### src/design/parachute_deploy_detector_unit_assert.svh
// assertion macros shared by the detector modules
`ifndef PARACHUTE_DEPLOY_DETECTOR_UNIT_ASSERT_SVH
`define PARACHUTE_DEPLOY_DETECTOR_UNIT_ASSERT_SVH

// same-cycle implication, checked out of reset
`define PDD_ASSERT_NOW(lbl, ante, cons, msg) \
  lbl: assert property (@(posedge clk) disable iff (!rst_n) (ante) |-> (cons)) \
    else $error(msg);

// next-cycle implication, checked out of reset
`define PDD_ASSERT_NEXT(lbl, ante, cons, msg) \
  lbl: assert property (@(posedge clk) disable iff (!rst_n) (ante) |=> (cons)) \
    else $error(msg);

`endif

### src/design/pdd_pkg.sv
// shared types and register indexes for the parachute deploy detector
package pdd_pkg;

  localparam int unsigned ALT_W  = 32;
  localparam int unsigned BAND_W = 31;
  localparam int unsigned CONF_W = 6;
  localparam int unsigned IDX_W  = 2;

  typedef enum logic [IDX_W-1:0] {
    CFG_MAIN_CENTER_OFFSET = 2'd0,
    CFG_MAIN_DEPLOY_BAND   = 2'd1,
    CFG_DROGUE_DROP_LIMIT  = 2'd2,
    CFG_DROGUE_CONFIDENCE  = 2'd3
  } cfg_idx_t;

  typedef struct packed {
    logic signed [ALT_W-1:0] center_offset;
    logic [BAND_W-1:0]       deploy_band;
  } main_cfg_t;

  typedef struct packed {
    logic signed [ALT_W-1:0] drop_limit;
    logic [CONF_W-1:0]       confidence;
  } drogue_cfg_t;

endpackage

### src/design/pdd_main_win.sv
// main window: in-band flags, running count and fire decision
module pdd_main_win #(
  parameter int unsigned WIN = 16
) (
  input  logic                            clk,
  input  logic                            rst_n,
  input  logic                            upd,
  input  logic signed [pdd_pkg::ALT_W-1:0] alt,
  input  pdd_pkg::main_cfg_t              cfg,
  output logic                            fire
);
  import pdd_pkg::*;

  localparam int unsigned SLOT_W = (WIN > 1) ? $clog2(WIN) : 1;
  localparam int unsigned CNT_W  = $clog2(WIN + 1);

  logic [WIN-1:0]    flags_r, flags_nxt;
  logic [SLOT_W-1:0] slot_r, slot_nxt;
  logic [CNT_W-1:0]  count_r, count_nxt;

  logic signed [ALT_W:0] diff;
  logic [ALT_W:0]        mag;
  logic                  in_band;
  logic                  old_flag;

  always_comb begin
    diff    = {alt[ALT_W-1], alt} - {cfg.center_offset[ALT_W-1], cfg.center_offset};
    mag     = diff[ALT_W] ? (~diff + 1'b1) : diff;
    in_band = mag < {{(ALT_W + 1 - BAND_W){1'b0}}, cfg.deploy_band};
    old_flag = flags_r[slot_r];

    flags_nxt         = flags_r;
    flags_nxt[slot_r] = in_band;
    count_nxt = count_r - CNT_W'(old_flag) + CNT_W'(in_band);
    slot_nxt  = (slot_r == SLOT_W'(WIN - 1)) ? '0 : slot_r + 1'b1;
    fire      = (count_nxt == CNT_W'(WIN));
  end

  always_ff @(posedge clk) begin
    if (!rst_n) begin
      flags_r <= '0;
      slot_r  <= '0;
      count_r <= '0;
    end else if (upd) begin
      flags_r <= flags_nxt;
      slot_r  <= slot_nxt;
      count_r <= count_nxt;
    end
  end

`include "parachute_deploy_detector_unit_assert.svh"
  `PDD_ASSERT_NOW(a_main_count_tracks, 1'b1, count_r == CNT_W'($countones(flags_r)), "main count out of step with flags")
  `PDD_ASSERT_NEXT(a_main_fire_full, upd && fire, &flags_r, "main fired without a full window")
  `PDD_ASSERT_NOW(a_main_slot_range, 1'b1, slot_r <= SLOT_W'(WIN - 1), "main slot beyond window")

endmodule

### src/design/pdd_drogue_win.sv
// drogue window: descent flags, running count and fire decision
module pdd_drogue_win #(
  parameter int unsigned WIN = 32
) (
  input  logic                             clk,
  input  logic                             rst_n,
  input  logic                             upd,
  input  logic signed [pdd_pkg::ALT_W-1:0] alt,
  input  pdd_pkg::drogue_cfg_t             cfg,
  output logic                             fire
);
  import pdd_pkg::*;

  localparam int unsigned SLOT_W = (WIN > 1) ? $clog2(WIN) : 1;
  localparam int unsigned CNT_W  = $clog2(WIN + 1);
  localparam int unsigned CMP_W  = (CNT_W > CONF_W) ? CNT_W : CONF_W;

  logic [WIN-1:0]          flags_r, flags_nxt;
  logic [SLOT_W-1:0]       slot_r, slot_nxt;
  logic [CNT_W-1:0]        count_r, count_nxt, count_ret;
  logic signed [ALT_W-1:0] prev_r, prev_nxt;

  logic signed [ALT_W:0] drop;
  logic                  descending;

  always_comb begin
    // retire the expiring slot before judging confidence
    count_ret = count_r - CNT_W'(flags_r[slot_r]);
    drop      = {prev_r[ALT_W-1], prev_r} - {alt[ALT_W-1], alt};
    descending = drop > $signed({cfg.drop_limit[ALT_W-1], cfg.drop_limit});

    fire              = CMP_W'(count_ret) > CMP_W'(cfg.confidence);
    flags_nxt         = flags_r;
    flags_nxt[slot_r] = 1'b0;
    count_nxt         = count_ret;
    prev_nxt          = prev_r;
    if (!fire) begin
      flags_nxt[slot_r] = descending;
      count_nxt         = count_ret + CNT_W'(descending);
      prev_nxt          = alt;
    end
    slot_nxt = (slot_r == SLOT_W'(WIN - 1)) ? '0 : slot_r + 1'b1;
  end

  always_ff @(posedge clk) begin
    if (!rst_n) begin
      flags_r <= '0;
      slot_r  <= '0;
      count_r <= '0;
      prev_r  <= '0;
    end else if (upd) begin
      flags_r <= flags_nxt;
      slot_r  <= slot_nxt;
      count_r <= count_nxt;
      prev_r  <= prev_nxt;
    end
  end

`include "parachute_deploy_detector_unit_assert.svh"
  `PDD_ASSERT_NOW(a_drop_count_tracks, 1'b1, count_r == CNT_W'($countones(flags_r)), "drop count out of step with flags")
  `PDD_ASSERT_NEXT(a_drop_fire_holds_prev, upd && fire, $stable(prev_r), "previous altitude moved on a drogue fire")
  `PDD_ASSERT_NEXT(a_drop_fire_clears, upd && fire, count_r == $past(count_ret), "drop flag set on a drogue fire")

endmodule

### src/design/parachute_deploy_detector_unit.sv
// top level of the parachute deploy detector
// path: an accepted word is held in the input register, then in the result register that drives out_
// throughput: one word per cycle; while a result waits the input register
//   takes one more word and then the input stalls
// reset: rst_n synchronous active low; clears config, valid flags, both flag
//   windows, slot and count state and the previous altitude
module parachute_deploy_detector_unit #(
  parameter int unsigned MAIN_WINDOW   = 16,
  parameter int unsigned DROGUE_WINDOW = 32
) (
  input  logic                             clk,
  input  logic                             rst_n,
  input  logic                             in_valid,
  output logic                             in_ready,
  input  logic signed [pdd_pkg::ALT_W-1:0] in_altitude_sample,
  output logic                             out_valid,
  input  logic                             out_ready,
  output logic                             out_drogue_fire,
  output logic                             out_main_fire,
  input  logic                             cfg_we,
  input  logic [pdd_pkg::IDX_W-1:0]        cfg_index,
  input  logic [pdd_pkg::ALT_W-1:0]        cfg_wdata
);
  import pdd_pkg::*;

  main_cfg_t   main_cfg_r;
  drogue_cfg_t drogue_cfg_r;

  logic                    s1_valid_r;
  logic signed [ALT_W-1:0] alt_r;
  logic                    out_valid_r, drogue_r, main_r;
  logic                    advance;
  logic                    main_fire, drogue_fire;

  always_ff @(posedge clk) begin
    if (!rst_n) begin
      main_cfg_r   <= '0;
      drogue_cfg_r <= '0;
    end else if (cfg_we) begin
      unique case (cfg_idx_t'(cfg_index))
        CFG_MAIN_CENTER_OFFSET: main_cfg_r.center_offset  <= cfg_wdata;
        CFG_MAIN_DEPLOY_BAND:   main_cfg_r.deploy_band    <= cfg_wdata[BAND_W-1:0];
        CFG_DROGUE_DROP_LIMIT:  drogue_cfg_r.drop_limit   <= cfg_wdata;
        CFG_DROGUE_CONFIDENCE:  drogue_cfg_r.confidence   <= cfg_wdata[CONF_W-1:0];
        default: ;
      endcase
    end
  end

  // the result register moves when empty or being taken
  assign advance  = !out_valid_r || out_ready;
  assign in_ready = !s1_valid_r || advance;

  always_ff @(posedge clk) begin
    if (!rst_n) begin
      s1_valid_r <= 1'b0;
    end else if (in_ready) begin
      s1_valid_r <= in_valid;
    end
  end

  always_ff @(posedge clk) begin
    if (in_valid && in_ready) begin
      alt_r <= in_altitude_sample;
    end
  end

  pdd_main_win #(
    .WIN (MAIN_WINDOW)
  ) u_main (
    .clk   (clk),
    .rst_n (rst_n),
    .upd   (s1_valid_r && advance),
    .alt   (alt_r),
    .cfg   (main_cfg_r),
    .fire  (main_fire)
  );

  pdd_drogue_win #(
    .WIN (DROGUE_WINDOW)
  ) u_drogue (
    .clk   (clk),
    .rst_n (rst_n),
    .upd   (s1_valid_r && advance),
    .alt   (alt_r),
    .cfg   (drogue_cfg_r),
    .fire  (drogue_fire)
  );

  always_ff @(posedge clk) begin
    if (!rst_n) begin
      out_valid_r <= 1'b0;
    end else if (advance) begin
      out_valid_r <= s1_valid_r;
    end
  end

  always_ff @(posedge clk) begin
    if (advance && s1_valid_r) begin
      drogue_r <= drogue_fire;
      main_r   <= main_fire;
    end
  end

  assign out_valid       = out_valid_r;
  assign out_drogue_fire = drogue_r;
  assign out_main_fire   = main_r;

`include "parachute_deploy_detector_unit_assert.svh"
  `PDD_ASSERT_NOW(a_stall_only_when_full, !in_ready, s1_valid_r && out_valid_r && !out_ready, "input stalled with room downstream")
  `PDD_ASSERT_NEXT(a_word_reaches_out, s1_valid_r && advance, out_valid_r, "word lost between input and result register")
  `PDD_ASSERT_NEXT(a_held_word_stable, s1_valid_r && !advance, s1_valid_r && $stable(alt_r), "held input word changed while stalled")

endmodule
### config.mk
export PLATFORM = sky130hd
export DESIGN_NAME = parachute_deploy_detector_unit
export DESIGN_NICKNAME = d
export VERILOG_FILES = /design/src/design/pdd_pkg.sv /design/src/design/pdd_main_win.sv /design/src/design/pdd_drogue_win.sv /design/src/design/parachute_deploy_detector_unit.sv
export VERILOG_INCLUDE_DIRS = /design/src /design/src/design
export SDC_FILE = /design/constraint.sdc
export NUM_CORES = 1
export LEC_CHECK = 0
export ABC_AREA = 1
export BUFFER_PORTS_ARGS = -buffer_cell sky130_fd_sc_hd__buf_2
export CELL_PAD_IN_SITES_DETAIL_PLACEMENT = 0
export CELL_PAD_IN_SITES_GLOBAL_PLACEMENT = 2
export CORE_MARGIN = 2
export CORE_UTILIZATION = 30
export DETAILED_ROUTE_END_ITERATION = 8
export GPL_TIMING_DRIVEN = 0
export PLACE_DENSITY_LB_ADDON = 0.15
export SLEW_MARGIN = 20
export SYNTH_ARGS = -nofsm -noshare
export SYNTH_HDL_FRONTEND = slang
export SYNTH_HIERARCHICAL = 1
export SYNTH_SLANG_ARGS = --single-unit
export TNS_END_PERCENT = 20
### constraint.sdc
create_clock -name clk -period 8 [get_ports clk]
set_input_delay 1.2 -clock clk [delete_from_list [all_inputs] [get_ports clk]]
set_output_delay 1.2 -clock clk [all_outputs]
set_load 0.02 [all_outputs]
==> flow_summary.yaml <==
final_layout:
  instances_no_fill: 3735
  drive_gt1_share_pct: 9.45
  fin_area_mm2: 0.0206
  syn2layout_area_growth_pct: 14.2
  num_antenna_cells: 0
  num-nets-final: 3161
route:
  viasPerCell: 4.61
  ant_nets: 0
  drc_errors: 0
  wl_met3_um: 1770
  highest_layer: "met4"
  routed-wl-met2_um: 27900
  met1_length_um: 30500
  drt_iter0_drc: 761
  drt-total-wl_um: 61900
  dr.pass1.iters: 6
  drt-wirelength-per-cell_um: 16.6
  vias: 17207
cts:
  cts_tree: "done"
  htree_levels: 2
  ctsHoldBuffers: 0
  clkSlewWorstSetupHoldPaths_ps: 60
  cts_setup_buffers: 0
  cts_sinks: 237
  cts_root_buffer: "clkbuf_16"
  cts_buffers: 35
  clk_latency_ps: 550
  cts_buffer_depth: 3
  cts_resized: 0
power_and_ir_drop:
  swShare_pct: 39.4
  power_mw: 4.83
  p_switching_mw: 1.90
  p_int_mw: 2.93
  comb_power_share_pct: 38.5
  power_frac_seq_pct: 28.3
  ir_worst_vdd_mv: 0.132
  cellLeakagePower_nw: 10.2
  p_clk_share_pct: 33.3
  power_density_mw_per_mm2: 234
logic_synthesis:
  synth_fa_ha_area_share_pct: 10.9
  synth_area_leaders: "dfxtp_1, nand2_1, ha_1"
  syn_inst: 2823
  synth_ff_type: "dfxtp_1"
  synth_top_area_share_pct: 22.5
  synth-simple-area-share_pct: 31.9
  synth_top_family_by_area: "simple AND/OR/NAND/NOR gates"
  yosysWarnings: 6
  syn-cell-area_mm2: 0.0180
  synth_xor_area_share_pct: 3.54
  ys_types: 51
  synth_most_common_cell: "nand2_1"
  synthArstFlopShare_pct: 0
  yosysTopAreaCell: "dfxtp_1"
  synth_common_cells: "nand2_1, inv_1, nor2_1"
  avgSynthCellArea_um2: 6.39
  synth_compound_area_share_pct: 12.1
  synth_enable_flop_cells: 34
  synth_mux_area_share_pct: 0
  synth_nets: 3049
  synth-seq-cells: 237
  synth_seq_area_share_pct: 28.2
worst_setup_path:
  worst_path_max_delay_cell: "edfxtp_1"
  critPathMaxStageDelay_ps: 570
  critPathKind: "flip-flop to flip-flop"
  cpLargestDelayFamily: "simple AND/OR/NAND/NOR gates"
  worst_path_most_repeated_cell: "nand2_1"
  r2r-end: "out_main_fire"
  cp.required_ps: 8360
  cp-start-kind: "flip-flop"
  path_max_fanout: 10
  r2r_cells: 41
  r2r_start: "alt_r[1]"
  crit_arrival_ps: 6990
  path_buf_inv: 7
  ff2ff_setup_slack_ps: 1370
  cp-end-kind: "flip-flop"
sta:
  setup_violations: 0
  hold_viol: 0
  slew_viol_final: 0
  tns_ps: 0
  slew_headroom_pct: 35.8
  finalWorstSetupSlack_ps: 1370
  rsz0062_at_grt: "false"
  period_share_pct: 82.9
  fin_crit_ps: 6630
  fin_skew_ps: 28.6
  worst_slew_pin_slew_ps: 963
  fmax_mhz: 151
grt:
  grt_max_degree: 27
  grt_pass1_vias: 17042
  track_usage_pct: 19.8
  overflow: 0
  grt_pass1_wl_um: 96100
  antenna_found_initial: 0
die:
  io_pins: 75
  initial_core_util_pct: 30.4
  die_h_um: 249
  fp.coreArea_mm2: 0.0592
  die_w_um: 249
  rows: 89
  die_area_mm2: 0.0621
placed_design:
  gp_congestion: 0.885
  place_inst: 3671
  dpl.hpwl_um: 49800
  numPortBuffers: 74
  post_dp_cell_area_mm2: 0.0194
  pre_cts_slack_ps: 1280
min_path:
  holdPathEnd: "u_drogue/flags_r[2]"
  min_path_type: "flip-flop to flip-flop"
  holdCritStartpoint: "u_drogue/flags_r[2]"
  hold_depth: 2
job:
  maxCapViolCount: 0
status:
  run_status: "finished clean"
[how the worst max path moves through the flow]
stage                   from       endpoint  slack, ps  cells after the start
global route        alt_r[1]  out_main_fire        810                     41
floorplan           alt_r[0]  out_main_fire       2590                     43
CTS                 alt_r[1]  out_main_fire       1230                     41
global placement    alt_r[1]  out_main_fire       1320                     41
finish              alt_r[1]  out_main_fire       1370                     41
detailed placement  alt_r[1]  out_main_fire       1280                     41
[worst register-to-register path, delay by kind of cell, from the launching register on]
family | cells | cell delay (ps)
XOR/XNOR | 2 | 360
adder cells (fa/ha/maj) | 5 | 1700
flip-flops | 1 | 570
buffers and inverters | 7 | 860
AO/OA/AOI/OAI | 3 | 500
AND/OR/NAND/NOR | 24 | 2500
[flip-flops by register name, indices dropped and copies added, names as in the netlist]
register,flops
out_drogue_fire,1
u_main/count_r,5
out_main_fire,1
main_cfg_r,63
alt_r,32
u_drogue/count_r,6
out_valid,1
u_drogue/slot_r,5
u_main/flags_r,16
s1_valid_r,1
u_drogue/flags_r,32
drogue_cfg_r,38
u_main/slot_r,4
u_drogue/prev_r,32
[through the flow]
step	utilization [%]	hold slack [ps]
after floorplan	-	433
after CTS	34.8	465
after detailed placement	32.7	455
after global routing	34.8	486
after global placement	32.7	450
final	34.8	463
[cell usage in the layout, fill, tap and decap left out, types with 7 or more instances in the layout]
cell       Yosys  final
nor2_2        16     16
nor2_1       382    382
buf_2         27    101
dfxtp_1      203    203
inv_2         11     12
ha_1         152    152
nor3_1        22     22
nand4_1       25     25
nand2_1      705    705
clkbuf_8       0      7
o22ai_1       12     12
buf_6         11     11
inv_1        503    502
a21oi_1      214    214
clkbuf_1      21     24
xnor2_1       19     19
nand3_1      144    144
buf_4         14     14
xor2_1        52     52
a21o_1         8      8
clkinv_2       0      8
nand2_2       24     24
o21ai_0      126    126
edfxtp_1      34     34
clkbuf_16      0     36
nand3_2       12     12
[metal layers]
metal / GRT usage (%) / up-vias
li1: - / 9055
met1: 27.2 / 7818
met2: 32.8 / 250
met3: 1.84 / 84
met4: 6.27 / 0
met5: 0 / -
[layout make-up]
cell class | count | area [um2]
Fill cell | 6630 | 38700
Multi-Input combinational cell | 1990 | 10500
Sequential cell | 237 | 5080
Inverter | 518 | 1940
Clock buffer | 46 | 1010
Tap cell | 773 | 967
Buffer | 78 | 478
Timing Repair Buffer | 75 | 390
Clock inverter | 18 | 186
[logic make-up (layout without fill, tap and decap cells)]
logic type      count (synthesis)  after routing
compound gates                399            399
xor+xnor                       72             72
fa+ha+maj                     155            155
buf+inv                       596            735
flops                         237            237
simple gates                 1364           1364
[power groups by stage]
stage / Sequential [mW] / Combinational, mW / Clock [mW]
floorplan: 1.36 / 1.34 / 0
CTS: 1.37 / 1.88 / 1.67
global route: 1.37 / 2.13 / 1.70
finish: 1.37 / 1.86 / 1.61
global placement: 1.39 / 1.85 / 0
detailed placement: 1.39 / 1.86 / 0
Note: power is estimated with default switching activity, not from simulation.
